File: src/hw/rtl/hcm_pkg.sv
// Package for the hotkey chord matcher: field widths, operation codes
// and the default sizes of the key map and the chord table.
// No dependencies.
`timescale 1ns / 1ps
`default_nettype none

package hcm_pkg;

  localparam int FUNC_W    = 2;
  localparam int CODE_W    = 16;
  localparam int COUNT_W   = 3;
  localparam int INDEX_W   = 4;
  localparam int KEY_FIELDS = 4;

  localparam logic [FUNC_W-1:0] FUNC_DOWN     = 2'd0;
  localparam logic [FUNC_W-1:0] FUNC_UP       = 2'd1;
  localparam logic [FUNC_W-1:0] FUNC_REGISTER = 2'd2;

  localparam int DEF_NUM_TRACKED_KEYS   = 256;
  localparam int DEF_MAX_CHORDS         = 16;
  localparam int DEF_MAX_KEYS_PER_CHORD = 4;

endpackage

`default_nettype wire

File: src/hw/rtl/hotkey_chord_matcher_core.sv
// Hotkey chord matcher: tracks pressed keys in a bit memory and matches
// key-up words against a chord table memory. Depends on hcm_pkg.
// Key-down, register, unused and key-up words that are disarmed or meet an
// empty chord table give their result in the cycle after acceptance. An
// armed key-up walks the chord table newest first: per chord a row read in
// S_ROW, then per key a check in S_KEY, plus a key map read in S_PCHK for a
// tracked key other than the released one. One word is in flight at a time;
// busy is high while it is. After reset a clearing pass zeroes the key map
// with busy high. The receiver cannot stall results.
`timescale 1ns / 1ps
`default_nettype none

module hotkey_chord_matcher_core #(
  parameter int NUM_TRACKED_KEYS   = hcm_pkg::DEF_NUM_TRACKED_KEYS,
  parameter int MAX_CHORDS         = hcm_pkg::DEF_MAX_CHORDS,
  parameter int MAX_KEYS_PER_CHORD = hcm_pkg::DEF_MAX_KEYS_PER_CHORD
) (
  input  wire logic                          clk,
  input  wire logic                          rst,
  input  wire logic                          start,
  output logic                               busy,
  input  wire logic [hcm_pkg::FUNC_W-1:0]    func,
  input  wire logic [hcm_pkg::CODE_W-1:0]    scancode,
  input  wire logic [hcm_pkg::COUNT_W-1:0]   key_count,
  input  wire logic [hcm_pkg::CODE_W-1:0]    chord_key0,
  input  wire logic [hcm_pkg::CODE_W-1:0]    chord_key1,
  input  wire logic [hcm_pkg::CODE_W-1:0]    chord_key2,
  input  wire logic [hcm_pkg::CODE_W-1:0]    chord_key3,
  output logic                               done,
  output logic                               fired,
  output logic [hcm_pkg::INDEX_W-1:0]        chord_index,
  output logic                               rejected
);
  import hcm_pkg::*;

  localparam int PM_W   = $clog2(NUM_TRACKED_KEYS);
  localparam int ADDR_W = (MAX_CHORDS > 1) ? $clog2(MAX_CHORDS) : 1;
  localparam int CNT_W  = $clog2(MAX_CHORDS + 1);
  localparam int K_W    = $clog2(MAX_KEYS_PER_CHORD + 1);
  localparam int KI_W   = (MAX_KEYS_PER_CHORD > 1) ? $clog2(MAX_KEYS_PER_CHORD) : 1;
  localparam int CMP_W  = (K_W > COUNT_W) ? K_W : COUNT_W;
  localparam int KEY_LIMIT = (MAX_KEYS_PER_CHORD < KEY_FIELDS) ?
                             MAX_KEYS_PER_CHORD : KEY_FIELDS;

  typedef struct packed {
    logic [COUNT_W-1:0]                          len;
    logic [MAX_KEYS_PER_CHORD-1:0][CODE_W-1:0]   keys;
  } row_t;

  typedef enum logic [2:0] {
    S_CLEAR,
    S_IDLE,
    S_ROW,
    S_KEY,
    S_PCHK
  } state_t;

  state_t             state;
  logic [PM_W-1:0]    clr_addr;
  logic               armed;
  logic [CNT_W-1:0]   chord_count;
  logic [ADDR_W-1:0]  cur;
  logic [K_W-1:0]     k;
  logic [CODE_W-1:0]  code_q;

  logic               pressed_mem [NUM_TRACKED_KEYS];
  logic               pm_q;
  row_t               chord_mem [MAX_CHORDS];
  row_t               row_q;

  logic               accept;
  logic               code_tracked;
  logic               table_full;
  logic               pm_we;
  logic [PM_W-1:0]    pm_waddr;
  logic               pm_wdata;
  logic               pm_re;
  logic               row_we;
  row_t               row_wdata;
  logic [CODE_W-1:0]  in_keys [KEY_FIELDS];
  logic [COUNT_W-1:0] len_sat;
  logic [CODE_W-1:0]  key_cur;
  logic               key_tracked;
  logic               key_end;
  logic [CNT_W-1:0]   cnt_dec;
  logic [ADDR_W+INDEX_W-1:0] cur_ext;
  logic [CNT_W+INDEX_W-1:0]  cnt_ext;

  assign busy         = (state != S_IDLE);
  assign accept       = start && (state == S_IDLE);
  assign code_tracked = (scancode < CODE_W'(NUM_TRACKED_KEYS));
  assign table_full   = (chord_count >= CNT_W'(MAX_CHORDS));
  assign cnt_dec      = chord_count - CNT_W'(1);
  assign cur_ext      = {{INDEX_W{1'b0}}, cur};
  assign cnt_ext      = {{INDEX_W{1'b0}}, chord_count};

  assign in_keys[0] = chord_key0;
  assign in_keys[1] = chord_key1;
  assign in_keys[2] = chord_key2;
  assign in_keys[3] = chord_key3;

  assign key_cur     = row_q.keys[k[KI_W-1:0]];
  assign key_tracked = (key_cur < CODE_W'(NUM_TRACKED_KEYS));
  assign key_end     = (CMP_W'(k) == CMP_W'(row_q.len));

  always_comb begin
    if (key_count > COUNT_W'(KEY_LIMIT)) begin
      len_sat = COUNT_W'(KEY_LIMIT);
    end else begin
      len_sat = key_count;
    end
    row_wdata.len = len_sat;
    for (int i = 0; i < MAX_KEYS_PER_CHORD; i++) begin
      if (i < KEY_FIELDS) begin
        row_wdata.keys[i] = in_keys[i];
      end else begin
        row_wdata.keys[i] = '0;
      end
    end
  end

  always_comb begin
    pm_we    = 1'b0;
    pm_waddr = clr_addr;
    pm_wdata = 1'b0;
    if (state == S_CLEAR) begin
      pm_we = 1'b1;
    end else if (accept && code_tracked && (func == FUNC_DOWN || func == FUNC_UP)) begin
      pm_we    = 1'b1;
      pm_waddr = scancode[PM_W-1:0];
      pm_wdata = (func == FUNC_DOWN);
    end
  end

  assign pm_re  = (state == S_KEY) && !key_end && (key_cur != code_q) && key_tracked;
  assign row_we = accept && (func == FUNC_REGISTER) && !table_full;

  always_ff @(posedge clk) begin
    if (pm_we) begin
      pressed_mem[pm_waddr] <= pm_wdata;
    end
    if (pm_re) begin
      pm_q <= pressed_mem[key_cur[PM_W-1:0]];
    end
  end

  always_ff @(posedge clk) begin
    if (row_we) begin
      chord_mem[chord_count[ADDR_W-1:0]] <= row_wdata;
    end
    if (state == S_ROW) begin
      row_q <= chord_mem[cur];
    end
  end

  always_ff @(posedge clk) begin
    if (rst) begin
      state       <= S_CLEAR;
      clr_addr    <= '0;
      armed       <= 1'b1;
      chord_count <= '0;
      done        <= 1'b0;
      fired       <= 1'b0;
      chord_index <= '0;
      rejected    <= 1'b0;
    end else begin
      done <= 1'b0;
      case (state)
        S_CLEAR: begin
          clr_addr <= clr_addr + PM_W'(1);
          if (clr_addr == PM_W'(NUM_TRACKED_KEYS - 1)) begin
            state <= S_IDLE;
          end
        end
        S_IDLE: begin
          if (accept) begin
            code_q      <= scancode;
            fired       <= 1'b0;
            chord_index <= '0;
            rejected    <= 1'b0;
            case (func)
              FUNC_DOWN: begin
                armed <= 1'b1;
                done  <= 1'b1;
              end
              FUNC_UP: begin
                if (armed && chord_count != '0) begin
                  armed <= 1'b0;
                  cur   <= cnt_dec[ADDR_W-1:0];
                  state <= S_ROW;
                end else begin
                  armed <= 1'b0;
                  done  <= 1'b1;
                end
              end
              FUNC_REGISTER: begin
                done <= 1'b1;
                if (table_full) begin
                  rejected <= 1'b1;
                end else begin
                  chord_index <= cnt_ext[INDEX_W-1:0];
                  chord_count <= chord_count + CNT_W'(1);
                end
              end
              default: begin
                done <= 1'b1;
              end
            endcase
          end
        end
        S_ROW: begin
          k     <= '0;
          state <= S_KEY;
        end
        S_KEY: begin
          if (key_end) begin
            fired       <= 1'b1;
            chord_index <= cur_ext[INDEX_W-1:0];
            done        <= 1'b1;
            state       <= S_IDLE;
          end else if (key_cur == code_q) begin
            k <= k + K_W'(1);
          end else if (key_tracked) begin
            state <= S_PCHK;
          end else if (cur == '0) begin
            done  <= 1'b1;
            state <= S_IDLE;
          end else begin
            cur   <= cur - ADDR_W'(1);
            state <= S_ROW;
          end
        end
        S_PCHK: begin
          if (pm_q) begin
            k     <= k + K_W'(1);
            state <= S_KEY;
          end else if (cur == '0) begin
            done  <= 1'b1;
            state <= S_IDLE;
          end else begin
            cur   <= cur - ADDR_W'(1);
            state <= S_ROW;
          end
        end
        default: begin
          state <= S_IDLE;
        end
      endcase
    end
  end

  // A result word never reports a match and a full table at once.
  assert property (@(posedge clk) disable iff (rst) done |-> !(fired && rejected))
    else $error("fired and rejected both set");

  // A rejected registration carries index zero.
  assert property (@(posedge clk) disable iff (rst) (done && rejected) |-> chord_index == '0)
    else $error("rejected word with nonzero index");

  // A key-up while disarmed answers in the next cycle without a match.
  assert property (@(posedge clk) disable iff (rst)
      (accept && func == FUNC_UP && !armed) |=> (done && !fired))
    else $error("disarmed key-up mishandled");

  // The chord count never runs past the table size.
  assert property (@(posedge clk) disable iff (rst) chord_count <= CNT_W'(MAX_CHORDS))
    else $error("chord count overflow");

endmodule

`default_nettype wire

File: config.mk
export PLATFORM = sky130hd
export DESIGN_NAME = hotkey_chord_matcher_core
export DESIGN_NICKNAME = d
export VERILOG_FILES = /design/src/hw/rtl/hcm_pkg.sv /design/src/hw/rtl/hotkey_chord_matcher_core.sv
export SDC_FILE = /design/constraint.sdc
export NUM_CORES = 1
export LEC_CHECK = 0
export BUFFER_PORTS_ARGS = -buffer_cell sky130_fd_sc_hd__buf_2
export CORE_MARGIN = 2
export CORE_UTILIZATION = 23
export DETAILED_ROUTE_END_ITERATION = 16
export PLACE_DENSITY = 0.45
export SYNTH_ARGS = -nofsm -noshare
export SYNTH_HDL_FRONTEND = slang
export SYNTH_SLANG_ARGS = --single-unit
File: constraint.sdc
create_clock -name clk -period 14.5 [get_ports clk]
set_input_delay 2.9 -clock clk [delete_from_list [all_inputs] [get_ports clk]]
set_output_delay 2.9 -clock clk [all_outputs]
set_load 0.01 [all_outputs]
==> reports/metrics.yaml <==
status:
  outcome: "finished clean"
routing:
  wl_per_cell_um: 23.6
  vias: 30000
  dr.pass1.iters: 6
  drc: 0
  ant_nets: 0
  drt_iter0_drc: 2542
  viasPerCell: 4.37
  wl_um: 162000
critical_path:
  crit_type: "in2reg"
  rrSetupSlack_ns: 9.94
  crit_required_ns: 14.89
  critPathMaxFanout: 130
  cp_data_arrival_time_ns: 6.20
  cp-start-kind: "primary input"
  reg2reg_from: "k[0]$_SDFFCE_PN0P_"
  r2r_end: "pm_q$_DFFE_PP_"
  cp-startpoint: "scancode[15]"
  end_kind: "register"
  r2r_cells: 10
clocking:
  h-tree-depth: 4
  cts_root_buf: "clkbuf_16"
  postCtsHoldBufs: 0
  path_clk_slew_ns: 0.06
  numClockSinks: 1443
  insertion_delay_ns: 0.78
  numCtsBuffers: 152
  cts_setup_buffers: 0
  cts_tree: "done"
  clk_path_buf_depth: 3
  ctsResizeCount: 0
timing:
  finalSetupViolCount: 0
  drv_slew: 0
  tightestPinTransition_ns: 1.37
  clock_skew_ns: 0.0454
  fmax_ghz: 0.172
  layout_min_cycle_time_ns: 5.81
  maxSlewHeadroom: 0.0856
  hold_slack_ns: 0.482
  hold_viol: 0
  setup_tns_ns: 0
  grt_setup_unrepaired: "no"
  fin_crit_sh: 0.401
synthesis:
  synth_xor_area_frac: 0.00488
  ys_seq_elements: 1443
  synth-compound-area-share: 0.0510
  synth_common_cells: "edfxtp_1 (1419), nor2_1 (381), mux2i_1 (302)"
  syn_area_um2: 57500
  yosysWarningCount: 0
  seq_area_frac_synth: 0.750
  synth_fp_nets: 3368
  synth_top_family_by_area: "multiplexers"
  synth_top_area_frac: 0.742
  synth_edf_count: 1419
  synthArstFlopShare: 0
  synth_adder_area_share: 0.00152
  synth_area_leader_cell: "edfxtp_1"
  yosys-top-cells-area: "edfxtp_1 (74%), mux4_2 (6.1%), mux2i_1 (5.3%)"
  synthSimpleGateAreaFrac: 0.0424
  postSynthAreaPerCell_um2: 17.6
  synth_ff_type: "edfxtp_1"
  synth_cell_type_count: 57
  synth_cells: 3273
  yosysMostFrequentCell: "edfxtp_1"
  synthMuxAreaShare: 0.134
finish:
  fin_cells: 6856
  layout-drive-gt1-share: 0.188
  nets: 3494
  area_delta_synth_final_pct: 16.3
  final_area_um2: 66800
power_and_ir_drop:
  powerDensity_nw_per_um2: 128
  power.share.clock: 0.455
  max-vdd-ir-drop_mv: 0.0964
  combPwrFrac: 0.010
  p_sw_mw: 1.74
  p_seq_frac: 0.535
  p_leak_nw: 21.7
  p_int_mw: 6.79
  swShare: 0.203
hold_path:
  hp-start: "fired$_SDFFE_PP0P_"
  hold_depth: 2
  min_path_type: "reg2reg"
  holdPathEnd: "fired$_SDFFE_PP0P_"
floorplanning:
  dieArea_um2: 254000
  die_h_um: 504
  die_w_um: 504
  coreArea_um2: 248000
  ios: 96
  num_rows: 183
  start_util: 0.231
grt:
  grt_overflow: 0
  grt_max_degree: 131
  grt_pass1_wl_um: 230000
  grtUsageTotal: 0.125
  first_global_vias: 30600
  antenna_found_initial: 47
placed_design:
  placedInstanceArea_um2: 61900
  dp_cells: 6575
  gp_congestion: 0.738
  hpwl_um: 97300
  portBuffers: 95
job:
  maxCapViolCount: 0
power groups by stage:
stage	Clock, mW	Sequential (mW)	Combinational, mW
floorplan	0	4.65	0.0142
global placement	0	4.65	0.0835
detailed placement	0	4.65	0.0861
CTS	3.98	4.56	0.0861
global route	4.14	4.56	0.0926
finish	3.88	4.56	0.0838
layout make-up:
cell class	instances	area [um2]
fill	25100	182000
sequential	1443	43100
multi-input combinational	1631	13600
tap	3330	4170
clock buffer	202	4110
timing repair buffer	162	1000
clock inverter	74	787
inverter	9	33.8
antenna	5	12.5
cells by family (layout without fill, tap and decap cells):
family | count (synthesis) | in the layout
AOI/OAI and AO/OA | 456 | 456
xor gates and xnor gates | 32 | 32
other | 0 | 5
muxes | 561 | 561
and+or+nand+nor | 575 | 575
buffers and inverters | 199 | 447
adders and majority gates | 7 | 7
DFF | 1443 | 1443
metal layers:
layer	up-vias	global-route usage	part of all wire
met5	-	0	0.00093
met4	24	0.0327	0.024
met3	262	0.0283	0.052
met2	654	0.211	0.49
met1	15700	0.160	0.43
li1	13300	-	-
placed cells by master (no fill, tap or decap), types with 22 or more instances in the layout:
cell type | Yosys | final
a21oi_1 | 85 | 85
a221oi_1 | 70 | 70
a22oi_1 | 77 | 77
buf_2 | 40 | 95
buf_4 | 5 | 65
clkbuf_1 | 109 | 44
clkbuf_16 | 0 | 157
clkinv_1 | 0 | 22
clkinv_2 | 0 | 26
dfxtp_1 | 24 | 24
edfxtp_1 | 1419 | 1419
mux2_2 | 102 | 102
mux2i_1 | 302 | 302
mux4_2 | 156 | 154
nand2_1 | 85 | 85
nor2_1 | 381 | 366
o21ai_0 | 156 | 156
xnor2_1 | 23 | 23
flip-flops by register name, indices dropped and copies added (netlist names), 3 cells and up:
name	flops
chord_count	5
cur	4
state	3
k	3
pressed_mem	256
chord_index	4
row_q	67
code_q	16
clr_addr	8
chord_mem	1072
per-stage QoR:
stage / utilization / total power [mW] / setup WS [ns]
floorplan: - / 4.67 / 3.54
global placement: 0.249 / 4.74 / 7.99
detailed placement: 0.249 / 4.74 / 7.91
CTS: 0.269 / 8.63 / 8.72
global route: 0.269 / 8.79 / 8.25
finish: 0.269 / 8.53 / 8.69
worst max-delay path: stages:
cell,delay (ns)
buf_2,0.11
nor4_1,0.41
nand3_1,0.80
nor2_4,0.89
buf_4,0.99
worst max-delay path by stage:
stage               slack [ns]                         end
floorplan                 3.54    pressed_mem[0]$_DFFE_PP_
global placement          7.99  pressed_mem[196]$_DFFE_PP_
detailed placement        7.91  pressed_mem[148]$_DFFE_PP_
CTS                       8.72  pressed_mem[148]$_DFFE_PP_
global route              8.25  pressed_mem[197]$_DFFE_PP_
finish                    8.69  pressed_mem[197]$_DFFE_PP_
Power figures use the tool's default switching activity.
